`config.mk`:
```
export PLATFORM = sky130hd
export DESIGN_NAME = x86_modrm_sib_operand_decoder_unit
export DESIGN_NICKNAME = d
export VERILOG_FILES = /design/src/rtl/msd_pkg.sv /design/src/rtl/x86_modrm_sib_operand_decoder_unit.sv /design/src/rtl/msd_decode.sv
export SDC_FILE = /design/constraint.sdc
export NUM_CORES = 1
export LEC_CHECK = 0
export BUFFER_PORTS_ARGS = -buffer_cell sky130_fd_sc_hd__buf_2
export CORE_MARGIN = 1
export CORE_UTILIZATION = 47
export DETAILED_ROUTE_END_ITERATION = 16
export PLACE_DENSITY = 0.75
export SLEW_MARGIN = 25
export SYNTH_ARGS = -nofsm -noshare
export SYNTH_HDL_FRONTEND = slang
export SYNTH_SLANG_ARGS = --single-unit
```
`constraint.sdc`:
```
create_clock -name aclk -period 20 [get_ports aclk]
set_input_delay 6 -clock aclk [delete_from_list [all_inputs] [get_ports aclk]]
set_output_delay 6 -clock aclk [all_outputs]
set_load 0.1 [all_outputs]
```
`src/rtl/msd_pkg.sv`:
```
// types and constants for the modrm/sib operand decoder
// no dependencies; used by msd_decode and the top level
package msd_pkg;

    // modrm mod field
    localparam logic [1:0] MOD_NODISP = 2'b00;
    localparam logic [1:0] MOD_DISP8  = 2'b01;
    localparam logic [1:0] MOD_DISP32 = 2'b10;
    localparam logic [1:0] MOD_REG    = 2'b11;

    // rm / sib field codes
    localparam logic [2:0] RM_SIB     = 3'b100;
    localparam logic [2:0] RM_DISP32  = 3'b101;
    localparam logic [2:0] IDX_NONE   = 3'b100;

    // displacement sizes in bytes
    localparam logic [2:0] DISP_NONE  = 3'd0;
    localparam logic [2:0] DISP_LEN8  = 3'd1;
    localparam logic [2:0] DISP_LEN32 = 3'd4;

    localparam int S_TDATA_W = 8;
    localparam int M_TDATA_W = 48;

    typedef enum logic [1:0] {
        PH_MODRM = 2'd0,
        PH_SIB   = 2'd1,
        PH_DISP  = 2'd2
    } msd_phase_t;

    typedef struct packed {
        logic        register_direct;
        logic [2:0]  base_reg;
        logic        base_present;
        logic [2:0]  index_reg;
        logic        index_present;
        logic [1:0]  scale_shift;
        logic [31:0] displacement;
        logic        constant_address;
        logic [2:0]  operand_length;
    } msd_result_t;

endpackage

```
`src/rtl/x86_modrm_sib_operand_decoder_unit.sv`:
```
// x86 32-bit modrm/sib memory operand decoder, stream top level
// depends on msd_pkg and msd_decode
//
// Instruction bytes enter on the s_ side, one byte per transaction, and the
// decoder takes a byte in every cycle that s_tready is high. s_tuser high
// marks a modrm byte and restarts decode; an optional sib byte and an 8- or
// 32-bit displacement follow. When the operand is complete, including a
// register-direct modrm, one result is registered and leaves on the m_ side.
// Results go through a two-entry output buffer, so input flows on while a
// result waits, and s_tready drops only when both entries are full.
module x86_modrm_sib_operand_decoder_unit (
    input  logic                            aclk,
    input  logic                            aresetn,
    input  logic                            s_tvalid,
    output logic                            s_tready,
    input  logic [msd_pkg::S_TDATA_W-1:0]   s_tdata,   // [7:0] code_byte
    input  logic                            s_tuser,   // [0] start_req
    output logic                            m_tvalid,
    input  logic                            m_tready,
    // [2:0] base_reg, [3] base_present, [6:4] index_reg, [7] index_present,
    // [9:8] scale_shift, [41:10] displacement, [42] constant_address,
    // [45:43] operand_length, [47:46] zero
    output logic [msd_pkg::M_TDATA_W-1:0]   m_tdata,
    output logic                            m_tuser    // [0] register_direct
);

    logic                 accept;
    logic                 take;
    logic                 emit;
    msd_pkg::msd_result_t result;

    logic                 out_valid_reg, out_valid_next;
    msd_pkg::msd_result_t out_data_reg, out_data_next;
    logic                 skid_valid_reg, skid_valid_next;
    msd_pkg::msd_result_t skid_data_reg, skid_data_next;

    assign s_tready = !skid_valid_reg;
    assign accept   = s_tvalid && s_tready;
    assign take     = out_valid_reg && m_tready;

    msd_decode u_decode (
        .aclk      (aclk),
        .aresetn   (aresetn),
        .advance   (accept),
        .code_byte (s_tdata[7:0]),
        .start_req (s_tuser),
        .emit      (emit),
        .result    (result)
    );

    always_comb begin
        out_valid_next  = out_valid_reg;
        out_data_next   = out_data_reg;
        skid_valid_next = skid_valid_reg;
        skid_data_next  = skid_data_reg;
        if (take) begin
            if (skid_valid_reg) begin
                // no new result can arrive while the skid entry is full
                out_data_next   = skid_data_reg;
                skid_valid_next = 1'b0;
            end else begin
                out_valid_next = accept && emit;
                out_data_next  = result;
            end
        end else if (accept && emit) begin
            if (!out_valid_reg) begin
                out_valid_next = 1'b1;
                out_data_next  = result;
            end else begin
                skid_valid_next = 1'b1;
                skid_data_next  = result;
            end
        end
    end

    always_ff @(posedge aclk) begin
        if (!aresetn) begin
            out_valid_reg  <= 1'b0;
            skid_valid_reg <= 1'b0;
        end else begin
            out_valid_reg  <= out_valid_next;
            skid_valid_reg <= skid_valid_next;
        end
    end

    always_ff @(posedge aclk) begin
        out_data_reg  <= out_data_next;
        skid_data_reg <= skid_data_next;
    end

    assign m_tvalid = out_valid_reg;
    assign m_tuser  = out_data_reg.register_direct;
    assign m_tdata  = {2'b00,
                       out_data_reg.operand_length,
                       out_data_reg.constant_address,
                       out_data_reg.displacement,
                       out_data_reg.scale_shift,
                       out_data_reg.index_present,
                       out_data_reg.index_reg,
                       out_data_reg.base_present,
                       out_data_reg.base_reg};

endmodule

```
`src/rtl/msd_decode.sv`:
```
// operand decode state machine: one instruction byte per accepted transaction
// depends on msd_pkg
module msd_decode (
    input  logic                aclk,
    input  logic                aresetn,
    input  logic                advance,
    input  logic [7:0]          code_byte,
    input  logic                start_req,
    output logic                emit,
    output msd_pkg::msd_result_t result
);

    msd_pkg::msd_phase_t phase_reg, phase_next;
    logic [1:0]  mode_bits_reg, mode_bits_next;
    logic [2:0]  base_field_reg, base_field_next;
    logic        base_flag_reg, base_flag_next;
    logic [2:0]  index_field_reg, index_field_next;
    logic        index_flag_reg, index_flag_next;
    logic [1:0]  scale_field_reg, scale_field_next;
    logic [31:0] disp_accum_reg, disp_accum_next;
    logic [2:0]  disp_left_reg, disp_left_next;
    logic [2:0]  disp_total_reg, disp_total_next;
    logic [2:0]  bytes_seen_reg, bytes_seen_next;

    always_ff @(posedge aclk) begin
        if (!aresetn) begin
            phase_reg       <= msd_pkg::PH_MODRM;
            mode_bits_reg   <= '0;
            base_field_reg  <= '0;
            base_flag_reg   <= 1'b0;
            index_field_reg <= '0;
            index_flag_reg  <= 1'b0;
            scale_field_reg <= '0;
            disp_accum_reg  <= '0;
            disp_left_reg   <= '0;
            disp_total_reg  <= '0;
            bytes_seen_reg  <= '0;
        end else if (advance) begin
            phase_reg       <= phase_next;
            mode_bits_reg   <= mode_bits_next;
            base_field_reg  <= base_field_next;
            base_flag_reg   <= base_flag_next;
            index_field_reg <= index_field_next;
            index_flag_reg  <= index_flag_next;
            scale_field_reg <= scale_field_next;
            disp_accum_reg  <= disp_accum_next;
            disp_left_reg   <= disp_left_next;
            disp_total_reg  <= disp_total_next;
            bytes_seen_reg  <= bytes_seen_next;
        end
    end

    always_comb begin
        logic [2:0] low3;
        logic       plan;
        logic       no_base_disp32;
        logic       direct;
        logic [1:0] pos;

        low3             = code_byte[2:0];
        plan             = 1'b0;
        no_base_disp32   = 1'b0;
        direct           = 1'b0;
        pos              = 2'(disp_total_reg - disp_left_reg);
        emit             = 1'b0;

        phase_next       = phase_reg;
        mode_bits_next   = mode_bits_reg;
        base_field_next  = base_field_reg;
        base_flag_next   = base_flag_reg;
        index_field_next = index_field_reg;
        index_flag_next  = index_flag_reg;
        scale_field_next = scale_field_reg;
        disp_accum_next  = disp_accum_reg;
        disp_left_next   = disp_left_reg;
        disp_total_next  = disp_total_reg;
        bytes_seen_next  = bytes_seen_reg;

        if (start_req) begin
            // a start byte always restarts, whatever was in progress
            mode_bits_next   = code_byte[7:6];
            bytes_seen_next  = 3'd1;
            index_field_next = '0;
            index_flag_next  = 1'b0;
            scale_field_next = '0;
            disp_accum_next  = '0;
            disp_total_next  = msd_pkg::DISP_NONE;
            disp_left_next   = msd_pkg::DISP_NONE;
            if (code_byte[7:6] == msd_pkg::MOD_REG) begin
                base_field_next = low3;
                base_flag_next  = 1'b1;
                direct          = 1'b1;
                emit            = 1'b1;
                phase_next      = msd_pkg::PH_MODRM;
            end else if (low3 == msd_pkg::RM_SIB) begin
                base_field_next = '0;
                base_flag_next  = 1'b0;
                phase_next      = msd_pkg::PH_SIB;
            end else if (code_byte[7:6] == msd_pkg::MOD_NODISP &&
                         low3 == msd_pkg::RM_DISP32) begin
                base_field_next = '0;
                base_flag_next  = 1'b0;
                plan            = 1'b1;
                no_base_disp32  = 1'b1;
            end else begin
                base_field_next = low3;
                base_flag_next  = 1'b1;
                plan            = 1'b1;
            end
        end else begin
            unique case (phase_reg)
                msd_pkg::PH_SIB: begin
                    bytes_seen_next  = 3'(bytes_seen_reg + 3'd1);
                    scale_field_next = code_byte[7:6];
                    index_field_next = code_byte[5:3];
                    index_flag_next  = (code_byte[5:3] != msd_pkg::IDX_NONE);
                    plan             = 1'b1;
                    if (low3 == msd_pkg::RM_DISP32 &&
                        mode_bits_reg == msd_pkg::MOD_NODISP) begin
                        base_field_next = '0;
                        base_flag_next  = 1'b0;
                        no_base_disp32  = 1'b1;
                    end else begin
                        base_field_next = low3;
                        base_flag_next  = 1'b1;
                    end
                end
                msd_pkg::PH_DISP: begin
                    // little-endian byte placement
                    disp_accum_next = disp_accum_reg |
                                      (32'(code_byte) << {pos, 3'b000});
                    if (disp_left_reg != 3'd0) begin
                        disp_left_next = 3'(disp_left_reg - 3'd1);
                    end
                    bytes_seen_next = 3'(bytes_seen_reg + 3'd1);
                    if (disp_left_reg <= 3'd1) begin
                        emit       = 1'b1;
                        phase_next = msd_pkg::PH_MODRM;
                    end
                end
                default: begin
                    // idle byte while waiting for modrm
                end
            endcase
        end

        if (plan) begin
            if (no_base_disp32 || mode_bits_next == msd_pkg::MOD_DISP32) begin
                disp_total_next = msd_pkg::DISP_LEN32;
            end else if (mode_bits_next == msd_pkg::MOD_DISP8) begin
                disp_total_next = msd_pkg::DISP_LEN8;
            end else begin
                disp_total_next = msd_pkg::DISP_NONE;
            end
            disp_left_next  = disp_total_next;
            disp_accum_next = '0;
            if (disp_total_next == msd_pkg::DISP_NONE) begin
                emit       = 1'b1;
                phase_next = msd_pkg::PH_MODRM;
            end else begin
                phase_next = msd_pkg::PH_DISP;
            end
        end

        result.register_direct  = direct;
        result.base_reg         = base_flag_next ? base_field_next : 3'd0;
        result.base_present     = base_flag_next;
        result.index_reg        = index_flag_next ? index_field_next : 3'd0;
        result.index_present    = index_flag_next;
        result.scale_shift      = scale_field_next;
        result.displacement     = (disp_total_next == msd_pkg::DISP_LEN8 &&
                                   disp_accum_next[7]) ?
                                  {24'hFF_FFFF, disp_accum_next[7:0]} :
                                  disp_accum_next;
        result.constant_address = !direct && !base_flag_next && !index_flag_next;
        result.operand_length   = bytes_seen_next;
    end

endmodule

```
==> metrics.txt <==
# TYPE chip_impl_metric gauge
chip_impl_metric{name="critical_path.max_stage_delay",unit="ns"} 0.58
chip_impl_metric{name="power.clock.fraction",unit=""} 0.407
chip_impl_metric{name="post_cts_resize_count",unit=""} 0
chip_impl_metric{name="groute.usage.overall",unit=""} 0.1985
chip_impl_info{name="crit_type",value="primary input to flip-flop"} 1
chip_impl_metric{name="synth-seq-area-share",unit=""} 0.6063
chip_impl_metric{name="cellPowerDensity",unit="mW/mm^2"} 96.10
chip_impl_metric{name="floorplan.rows",unit=""} 42
chip_impl_metric{name="place.port_buffers",unit=""} 61
chip_impl_info{name="endpoint_kind",value="flip-flop"} 1
chip_impl_metric{name="post-cts-setup-buffers",unit=""} 0
chip_impl_metric{name="finalWorstSetupSlack",unit="ns"} 11.84
chip_impl_metric{name="timing.final.setup_violations",unit=""} 0
chip_impl_metric{name="slew_viol_final",unit=""} 0
chip_impl_metric{name="cts_inserted_buffers",unit=""} 17
chip_impl_metric{name="drt.antenna.violating_nets",unit=""} 0
chip_impl_metric{name="grt_antenna_before_repair",unit=""} 1
chip_impl_metric{name="number_of_primary_i_o_pins",unit=""} 64
chip_impl_metric{name="grt_pass1_vias",unit=""} 4470
chip_impl_info{name="crit_chain",value="buf_2, a21bo_2, o21ai_1, a31oi_1, nor4b_2, buf_4"} 1
chip_impl_metric{name="vdd.ir_drop.worst",unit="mV"} 0.05231
chip_impl_metric{name="initial_core_util",unit=""} 0.4879
chip_impl_metric{name="netSwitchingFraction",unit=""} 0.2729
chip_impl_metric{name="grt_first_pass_wirelength",unit="um"} 22000
chip_impl_metric{name="required",unit="ns"} 20.05
chip_impl_metric{name="dpl.hpwl",unit="um"} 8229
chip_impl_metric{name="syn_avg_cell_area",unit="um^2"} 10.88
chip_impl_metric{name="num-fill-cells",unit=""} 1146
chip_impl_metric{name="detail_route.vias_per_cell",unit=""} 5.708
chip_impl_metric{name="critical_path_peak_fanout",unit=""} 47
chip_impl_metric{name="grt_overflow",unit=""} 0
chip_impl_info{name="rsz0062_at_grt",value="false"} 1
chip_impl_info{name="hold_path_class",value="flip-flop to flip-flop"} 1
chip_impl_metric{name="slew_headroom",unit=""} 0.3360
chip_impl_metric{name="dp_worst_setup_slack",unit="ns"} 11.00
chip_impl_metric{name="synth_cell_types",unit=""} 60
chip_impl_metric{name="largest_reg_flops",unit=""} 47
chip_impl_metric{name="final_hold_viol_count",unit=""} 0
chip_impl_info{name="start_kind",value="primary input"} 1
chip_impl_info{name="clk_root_buffer_cell",value="clkbuf_16"} 1
chip_impl_metric{name="synthesis.yosys.warnings",unit=""} 0
chip_impl_metric{name="setup_tns",unit="ns"} 0
chip_impl_metric{name="place_congestion",unit=""} 0.8492
chip_impl_metric{name="max_cap_violations",unit=""} 0
chip_impl_metric{name="layout-drive-gt1-share",unit=""} 0.1803
chip_impl_metric{name="postCtsHoldBufs",unit=""} 0
chip_impl_metric{name="achievable-frequency",unit="MHz"} 122.6
chip_impl_metric{name="vias",unit=""} 4709
chip_impl_metric{name="synth.cell_area",unit="mm^2"} 0.006538
chip_impl_metric{name="total_leakage_power",unit="uW"} 0.002591
chip_impl_metric{name="cts_buffer_depth",unit=""} 2
chip_impl_metric{name="power_report.internal_total",unit="uW"} 519.2
chip_impl_metric{name="drt-total-wl",unit="um"} 13430
chip_impl_metric{name="share_comb_of_total_power",unit=""} 0.116
chip_impl_info{name="dominantRegCellSynth",value="edfxtp_1"} 1
chip_impl_info{name="run_status",value="finished clean"} 1
chip_impl_metric{name="worst_max_slew_pin_slew",unit="ns"} 0.9924
chip_impl_metric{name="arrival_time_of_the_worst_setup_path",unit="ns"} 8.21
chip_impl_metric{name="timing.final.crit_period",unit="ns"} 8.157
chip_impl_metric{name="final.hold.worst_slack",unit="ns"} 0.4523
chip_impl_metric{name="finalClockSkew",unit="ns"} 0.008270
chip_impl_metric{name="antenna_cells_inserted",unit=""} 0
chip_impl_info{name="critPathSlowestCell",value="buf_4"} 1
chip_impl_metric{name="die_outline_width",unit="um"} 119.9
chip_impl_metric{name="asyncSetResetFlopFracSynth",unit=""} 0
chip_impl_metric{name="yosys_register_bits",unit=""} 151
chip_impl_metric{name="design.die.area",unit="mm^2"} 0.01439
chip_impl_metric{name="clk_pin_slew",unit="ns"} 0.06
chip_impl_metric{name="share_seq_of_total_power",unit=""} 0.477
chip_impl_metric{name="wl_per_cell",unit="um"} 16.28
chip_impl_metric{name="clk_latency",unit="ns"} 0.42
chip_impl_metric{name="switchingPower",unit="uW"} 194.9
chip_impl_metric{name="synth-edff-count",unit=""} 94
chip_impl_metric{name="layout-area-overhead-vs-synth",unit="%"} 13.67
chip_impl_metric{name="worst-r2r-setup-slack",unit="ns"} 17.11
chip_impl_metric{name="core-area",unit="mm^2"} 0.01340
chip_impl_metric{name="drtIter0Drc",unit=""} 403
chip_impl_metric{name="cts_max_level",unit=""} 4
chip_impl_metric{name="drt-pass1-iter-count",unit=""} 5
chip_impl_info{name="clock_tree_from_tritoncts",value="done"} 1
chip_impl_metric{name="remaining_drc_errors",unit=""} 0
chip_impl_metric{name="clock_sink_count",unit=""} 151
chip_impl_metric{name="pin_count_of_the_biggest_net_entering_global_routing",unit=""} 79
chip_impl_metric{name="nNetsFinal",unit=""} 656
chip_impl_metric{name="syn-instance-count",unit=""} 601
chip_impl_metric{name="die_height",unit="um"} 119.9
chip_impl_metric{name="final.period_utilization",unit=""} 0.4079
[cells in the final DEF (no fill, tap or decap), types with 3 or more instances in the layout]
master	n
clkinv_4	3
a21oi_1	28
o21a_1	4
dfxtp_1	57
mux2i_1	9
clkinv_2	3
a31oi_1	33
ha_1	7
clkbuf_16	17
nand3b_1	3
a211oi_1	24
edfxtp_1	94
nand2_1	69
nand2b_1	6
mux2_2	4
nor2b_1	3
buf_4	4
inv_1	12
o31ai_1	36
clkbuf_8	3
nor2_1	95
o21ai_0	11
a32oi_1	5
buf_2	61
nand3_1	4
[layout make-up]
cell class	instances	area (um^2)	share of cell area
Timing Repair Buffer	65	335.3	0.04513
Clock buffer	22	474.2	0.06382
Inverter	13	48.80	0.006567
Sequential cell	151	3964	0.5334
Multi-Input combinational cell	388	2317	0.3118
Tap cell	176	220.2	0.02963
Clock inverter	10	71.32	0.009598
[cell usage after synthesis (2+ instances only)]
library cell  count  share of area
buf_6             4         0.0069
nand3_1           4         0.0031
nor2b_1           4         0.0038
dfxtp_1          57           0.17
a21oi_1          28          0.021
nor2_1           96          0.055
nand3b_1          3         0.0034
a211oi_2          2         0.0038
mux2_2            4         0.0069
a311oi_1          2         0.0027
buf_1             2         0.0011
clkbuf_1         29          0.017
xnor2_1           2         0.0027
nand2_1          70          0.040
ha_1              7          0.013
o21ai_0          11         0.0084
a32oi_1           5         0.0067
nand2b_1          6         0.0057
edfxtp_1         94           0.43
inv_1            12         0.0069
a31oi_1          33          0.032
buf_2            11         0.0084
nor2_2            2         0.0019
mux2i_1           9          0.014
o31ai_1          37          0.042
buf_4             4         0.0046
o21a_1            4         0.0046
nor3b_1           2         0.0023
o211ai_1          2         0.0023
a211oi_1         24          0.028
a22oi_1           2         0.0023
[stage by stage]
step	area, um^2	total power (uW)	std cells	util
after global placement	6880	428.4	793	0.5134
final	7431	714.1	825	0.5545
after global routing	7431	735.8	825	0.5545
after floorplan	6541	416.9	602	-
after detailed placement	6880	429.8	793	0.5134
after CTS	7426	719.5	825	0.5542
[logic make-up (layout without fill, tap and decap cells)]
family	Yosys count	after routing	synth area share
AND/OR/NAND/NOR	200	200	0.1317
buffers and inverters	63	110	0.04517
flip-flops	151	151	0.6063
other	1	2	0.0005736
multiplexers	13	13	0.02067
adder cells (fa/ha/maj)	8	8	0.01512
AO/OA/AOI/OAI	161	161	0.1703
XOR/XNOR	4	4	0.01014
[per-layer routing]
layer,track usage,wire length [um]
met2,0.3121,6364
met4,0.1117,429
met1,0.2517,5837
met3,0.04563,791
met5,0,8
[power by group through the flow]
stage | Combinational [uW] | Sequential (uW) | Clock (uW)
floorplan | 26.9 | 390 | 0
global placement | 81.1 | 347 | 0
detailed placement | 82.2 | 348 | 0
CTS | 82.6 | 341 | 296
global route | 86.8 | 342 | 307
finish | 82.6 | 341 | 290
[critical path, delay by kind of cell]
family	cells	cell delay [ns]
buf+inv	2	0.94
simple gates	1	0.27
compound gates	3	0.97
[path summary, 6_finish.rpt]
check | cells after the start | start | end
hold / removal | 2 | u_decode.base_field_reg[2] | u_decode.base_field_reg[2]
hold reg to reg | 2 | u_decode.base_field_reg[2] | u_decode.base_field_reg[2]
setup / recovery | 6 | s_tuser | skid_data_reg[32]
setup reg to reg | 7 | u_decode.phase_reg[1] | skid_data_reg[32]
Power figures use the tool's default switching activity.
